[src/rtl/core/csr_pkg.sv]
// Shared types and constants for the Condorcet/Schulze ranking unit.
// Used by csr_ctrl, csr_dp and the top level; no dependencies.
package csr_pkg;

  localparam int NUM_CAND  = 16;
  localparam int IDX_W     = 4;
  localparam int PAIR_W    = 2 * IDX_W;
  localparam int NUM_PAIRS = NUM_CAND * NUM_CAND;
  localparam int CNT_W     = 16;
  localparam int VAL_W     = 8;
  localparam int CFG_W     = 5;
  localparam int PLACE_W   = 5;

  localparam logic [IDX_W-1:0] IDX_LAST  = IDX_W'(NUM_CAND - 1);
  localparam logic [CNT_W-1:0] CNT_MAX   = '1;
  localparam logic [CFG_W-1:0] CFG_RESET = CFG_W'(NUM_CAND);

  localparam logic CMD_BALLOT = 1'b0;
  localparam logic CMD_RANK   = 1'b1;

  localparam logic METHOD_CONDORCET = 1'b0;
  localparam logic METHOD_SCHULZE   = 1'b1;

  typedef enum logic [4:0] {
    S_IDLE, S_CR_RD, S_CR_CMP, S_CR_WR, S_BAL_CLR,
    S_RK_START, S_CP_INIT, S_CP_RD, S_CP_ACC, S_CP_DONE,
    S_ST_RD, S_ST_WR, S_FL_RDA, S_FL_LDA, S_FL_RD, S_FL_WR,
    S_SET_STR, S_EMIT, S_ROUND_END, S_CLEAR
  } state_t;

  typedef enum logic [4:0] {
    OP_NONE, OP_ACCEPT, OP_CR_RD, OP_CR_CMP, OP_CR_WR, OP_BAL_CLR,
    OP_RK_START, OP_CP_INIT, OP_CP_RD, OP_CP_ACC,
    OP_ST_RD, OP_ST_WR, OP_FL_RDA, OP_FL_LDA, OP_FL_RD, OP_FL_WR,
    OP_SET_STR, OP_EMIT, OP_ROUND_END, OP_CLEAR
  } dp_op_t;

  typedef struct packed {
    dp_op_t           op;
    logic [IDX_W-1:0] ci;
    logic [IDX_W-1:0] cj;
    logic [IDX_W-1:0] ck;
  } dp_cmd_t;

  typedef struct packed {
    logic n_zero;
    logic win_multi;
    logic use_str;
    logic win_e;
    logic out_free;
    logic round_done;
  } dp_stat_t;

endpackage

[src/rtl/core/csr_ctrl.sv]
// Sequencer for the ranking unit: walks ballot credit, Copeland, Schulze
// and emit loops and drives csr_dp through dp_cmd_t. Depends on csr_pkg.
module csr_ctrl import csr_pkg::*; (
  input  logic     clk,
  input  logic     rst,
  input  logic     in_valid,
  input  logic     item_cmd,
  input  logic     item_ballot_end,
  input  dp_stat_t stat,
  output logic     in_ready,
  output dp_cmd_t  dcmd
);

  state_t state, state_next;
  logic [IDX_W-1:0] ci, cj, ck;
  logic [IDX_W-1:0] ci_next, cj_next, ck_next;
  logic emit_adv;

  assign emit_adv = !stat.win_e || stat.out_free;

  always_ff @(posedge clk) begin
    if (rst) begin
      state <= S_IDLE;
      ci    <= '0;
      cj    <= '0;
      ck    <= '0;
    end else begin
      state <= state_next;
      ci    <= ci_next;
      cj    <= cj_next;
      ck    <= ck_next;
    end
  end

  always_comb begin
    state_next = state;
    unique case (state)
      S_IDLE: begin
        if (in_valid) begin
          if (item_cmd == CMD_RANK) state_next = S_RK_START;
          else if (item_ballot_end) state_next = S_CR_RD;
        end
      end
      S_CR_RD:    state_next = S_CR_CMP;
      S_CR_CMP:   state_next = S_CR_WR;
      S_CR_WR:    state_next = ({ci, cj} == '1) ? S_BAL_CLR : S_CR_RD;
      S_BAL_CLR:  state_next = S_IDLE;
      S_RK_START: state_next = stat.n_zero ? S_CLEAR : S_CP_INIT;
      S_CP_INIT:  state_next = S_CP_RD;
      S_CP_RD:    state_next = S_CP_ACC;
      S_CP_ACC:   state_next = ({ci, cj} == '1) ? S_CP_DONE : S_CP_RD;
      S_CP_DONE:  state_next = (stat.win_multi && !stat.use_str) ? S_ST_RD : S_EMIT;
      S_ST_RD:    state_next = S_ST_WR;
      S_ST_WR:    state_next = ({ci, cj} == '1) ? S_FL_RDA : S_ST_RD;
      S_FL_RDA:   state_next = S_FL_LDA;
      S_FL_LDA:   state_next = S_FL_RD;
      S_FL_RD:    state_next = S_FL_WR;
      S_FL_WR: begin
        if (ck == IDX_LAST) state_next = ({ci, cj} == '1) ? S_SET_STR : S_FL_RDA;
        else state_next = S_FL_RD;
      end
      S_SET_STR:  state_next = S_CP_INIT;
      S_EMIT:     state_next = (emit_adv && ck == '0) ? S_ROUND_END : S_EMIT;
      S_ROUND_END: state_next = stat.round_done ? S_CLEAR : S_CP_INIT;
      S_CLEAR:    state_next = S_IDLE;
      default:    state_next = S_IDLE;
    endcase
  end

  // loop counters; pair loops wrap back to zero at their end
  always_comb begin
    ci_next = ci;
    cj_next = cj;
    ck_next = ck;
    unique case (state)
      S_IDLE, S_CP_INIT: begin
        ci_next = '0;
        cj_next = '0;
      end
      S_CR_WR, S_CP_ACC, S_ST_WR: {ci_next, cj_next} = {ci, cj} + PAIR_W'(1);
      S_CP_DONE: ck_next = (stat.win_multi && !stat.use_str) ? '0 : IDX_LAST;
      S_FL_WR: begin
        ck_next = ck + IDX_W'(1);
        if (ck == IDX_LAST) {ci_next, cj_next} = {ci, cj} + PAIR_W'(1);
      end
      S_EMIT: if (emit_adv) ck_next = ck - IDX_W'(1);
      default: ;
    endcase
  end

  always_comb begin
    dcmd.ci = ci;
    dcmd.cj = cj;
    dcmd.ck = ck;
    in_ready = 1'b0;
    unique case (state)
      S_IDLE: begin
        dcmd.op  = OP_ACCEPT;
        in_ready = 1'b1;
      end
      S_CR_RD:     dcmd.op = OP_CR_RD;
      S_CR_CMP:    dcmd.op = OP_CR_CMP;
      S_CR_WR:     dcmd.op = OP_CR_WR;
      S_BAL_CLR:   dcmd.op = OP_BAL_CLR;
      S_RK_START:  dcmd.op = OP_RK_START;
      S_CP_INIT:   dcmd.op = OP_CP_INIT;
      S_CP_RD:     dcmd.op = OP_CP_RD;
      S_CP_ACC:    dcmd.op = OP_CP_ACC;
      S_ST_RD:     dcmd.op = OP_ST_RD;
      S_ST_WR:     dcmd.op = OP_ST_WR;
      S_FL_RDA:    dcmd.op = OP_FL_RDA;
      S_FL_LDA:    dcmd.op = OP_FL_LDA;
      S_FL_RD:     dcmd.op = OP_FL_RD;
      S_FL_WR:     dcmd.op = OP_FL_WR;
      S_SET_STR:   dcmd.op = OP_SET_STR;
      S_EMIT:      dcmd.op = OP_EMIT;
      S_ROUND_END: dcmd.op = OP_ROUND_END;
      S_CLEAR:     dcmd.op = OP_CLEAR;
      default:     dcmd.op = OP_NONE;
    endcase
  end

endmodule

[config.mk]
export PLATFORM = sky130hd
export DESIGN_NAME = csr_ctrl
export DESIGN_NICKNAME = d
export VERILOG_FILES = /design/src/rtl/core/csr_pkg.sv /design/src/rtl/core/csr_ctrl.sv
export SDC_FILE = /design/constraint.sdc
export NUM_CORES = 1
export LEC_CHECK = 0
export BUFFER_PORTS_ARGS = -buffer_cell sky130_fd_sc_hd__clkbuf_2
export CORE_MARGIN = 5
export CORE_UTILIZATION = 30
export DETAILED_ROUTE_END_ITERATION = 12
export MAX_ROUTING_LAYER = met4
export SETUP_SLACK_MARGIN = 0.2
export SLEW_MARGIN = 20
export SYNTH_ARGS = -nofsm -noshare
export SYNTH_HDL_FRONTEND = slang
export SYNTH_SLANG_ARGS = --single-unit
[constraint.sdc]
create_clock -name clk -period 3.9 [get_ports clk]
set_input_delay 0.78 -clock clk [delete_from_list [all_inputs] [get_ports clk]]
set_output_delay 0.78 -clock clk [all_outputs]
set_load 0.1 [all_outputs]
==> metrics.cfg <==
[status]
run_status=complete, no violations

[worst_setup_path]
setup.worst_path.end_class=output port
critPathLaunch=state[1]
timing_worst_setup_path_type=reg2out
family_with_the_most_delay_on_the_worst_path=flip-flops
path_buf_inv=1
setup_slack_reg_to_reg_ps=1290
cp_data_arrival_time_ps=2130
regToRegStartpoint=state[4]
crit_path_cells=or2_2 -> nand2_1 -> xnor2_1 -> o22ai_1 -> clkbuf_2
worstSetupEndpoint=dcmd[12]
cp.depth=5
critical_path.reg2reg.endpoint=ck[3]
worstRegToRegCells=8
cp_data_required_time_ps=3120
cp_max_fo=24
max_stage_delay_ps=790
worstSetupStartpointType=flip-flop
crit_path_top_delay_cell=dfxtp_1

[clock_network]
post_cts.resized_instances=0
postCtsSetupBuffers=0
clk_path_buf_depth=2
clk_transition_reported_paths_ps=60
numClockSinks=17
htree_num_levels=1
clock_latency_at_the_later_pin_of_the_worst_skew_pair_ps=250
tritoncts_buffer_count=3
hold_buffers=0
cts.root.buffer_cell=clkbuf_8
tritoncts_clock_tree=done

[routing]
wl_per_cell_um=14.2
wl_mm=4.12
detailedRoute.firstIterationViolations=64
vias=1609
drt_pass1_iterations=4
average_vias_per_placed_instance=5.53
detail_route.drc_violations=0
antenna_left=0

[final_layout]
diodes=0
layout.area.seq_um2=340
area_growth_syn_to_layout_pct=14.3
number_of_filler_cells_placed_in_the_layout=552
layout.nets=240
multi_input_comb_area_mm2=0.00107
drive_above_1_share_pct=17.9
final_util_pct=36.0

[synth]
mappedNetlistArea_mm2=0.00152
syn_inst=206
synth_edf_count=0
yosys_warnings=0
synth_area_leaders=dfxtp_1 22%, a21oi_1 5.3%, nand3_1 4.3%
ys_types=53
post_synth_most_frequent_cells=17 x dfxtp_1, 16 x a21oi_1, 13 x nand3_1, 11 x o21ai_0, 10 x nand2_1
synth_largest_area_cell=dfxtp_1
synth.most_common_cell=dfxtp_1
synth.avg_cell_area_um2=7.37
ys_seq_area_share_pct=22.4
share_of_the_synthesized_area_in_the_top_cell_type_pct=22.4
postSynth.topFlopCell=dfxtp_1
synth-seq-cells=17
syn_nets=221
synthArstFlopShare_pct=0

[timing]
portion_of_the_clock_cycle_consumed_by_the_worst_path_in_the_final_layout_pct=74.7
finClkSkew_ps=4.01
setup_viol=0
timing.final.crit_period_ps=2910
final_hold_viol_count=0
setup-tns-final_ps=0
timing_max_transition_violations_final=0
grt_setup_unrepaired=false
slew_headroom_pct=46.9
worst_slew_pin_slew_ps=797
achievable_freq_mhz=343

[floorplanning]
boundaryPins=29
std_cell_rows=25
die-height_um=81.2
floorplan.initialDensity_pct=31.5
core_region_area_mm2=0.00482
die_x_um=81.2
dieArea_mm2=0.00659

[worst_hold_path]
holdCritStartpoint=ci[2]
holdCritPathClass=reg2reg

[run]
drv.max_cap_violation_count=0

[pwr]
cellLeakagePower_uw=0.000663
vdd_ir_drop_max_v=0.000542
power.density_mw_per_mm2=517

[grt]
pin_count_of_the_biggest_net_entering_global_routing=26
first_global_vias=1481
grt_pass1_wl_mm=7.08
antenna_found_initial=0
grt.overflow.total=0
gr-usage-all-layers_pct=13.7

[place]
finalWeightedCongestion=0.860
placed_wire_length_estimate_after_detailed_placement_mm=3.16
portBuffers=28

## tightest hold or removal path, stage by stage, from the launching register on
cell     delay [ps]
dfxtp_1         330
o31ai_1          70
a21oi_1          60
## cells in the final DEF, fill, tap and decap left out, types with 2 or more instances in the layout
cell type and n:
buf_4 3, nand3_1 13, a211oi_1 2, and3_1 7, nand2b_1 6, o22ai_1 2
o21ai_0 10, a31oi_1 8, mux2i_1 2, o211ai_1 7, a21oi_1 16, nor2b_1 4
o31ai_1 4, xnor2_1 4, and2_1 2, a41oi_1 2, or2_2 2, clkbuf_2 28
nor2_1 9, dfxtp_1 17, nand2_1 10, nand3b_1 4, clkbuf_8 3, a2bb2oi_1 2
a21o_1 4, inv_1 8, nor3_1 5, nand4_1 6, or4_1 5, or3_1 3
and4b_1 2, ha_1 3
## metal layers
layer / GRT usage (%) / up-vias / wire length [um]
li1: - / 821 / -
met1: 19.1 / 747 / 2050
met2: 21.1 / 37 / 1850
met3: 0.776 / 4 / 169
met4: 4.22 / 0 / 48
met5: - / - / 0
## cell type report
type / count / share of cell area [%]
Tap cell: 67 / 4.83
Clock buffer: 4 / 2.60
Inverter: 8 / 1.73
Sequential cell: 17 / 19.6
Timing Repair Buffer: 31 / 9.37
Multi-Input combinational cell: 164 / 61.9
## sequential cells by signal, summed over array words and instances, names as in the netlist
name	cells
state	5
cj	4
ci	4
ck	4
## power breakdown
group          internal [uW]  switching [uW]
Sequential               188            55.4
Clock                   72.3            55.9
Combinational            136             390
Total                    396             501
## stage by stage
step	setup slack [ps]	cell area (um^2)	total power [uW]	instances	hold slack, ps
after floorplan	558	1520	671	206	711
after global placement	1300	1690	772	287	490
after detailed placement	1280	1690	771	287	502
after CTS	994	1740	904	291	510
after global routing	785	1740	966	291	540
final	988	1740	897	291	504
## cells by family (layout without fill, tap and decap cells)
family          after synthesis  in the layout  synth area share (%)
compound gates               68             68                  29.5
xor+xnor                      4              4                  2.31
fa+ha+maj                     4              4                  3.79
buf+inv                      25             43                  6.92
flops                        17             17                  22.4
mux                           2              2                  1.32
simple gates                 86             86                  33.8
## how the worst min path moves through the flow
stage	to	slack, ps	depth (start not counted)
floorplan	state[4]	710	3
global placement	ci[2]	490	2
detailed placement	ci[1]	500	2
CTS	ci[1]	510	2
global route	ci[2]	540	2
finish	ci[2]	500	2
Power figures use the tool's default switching activity.
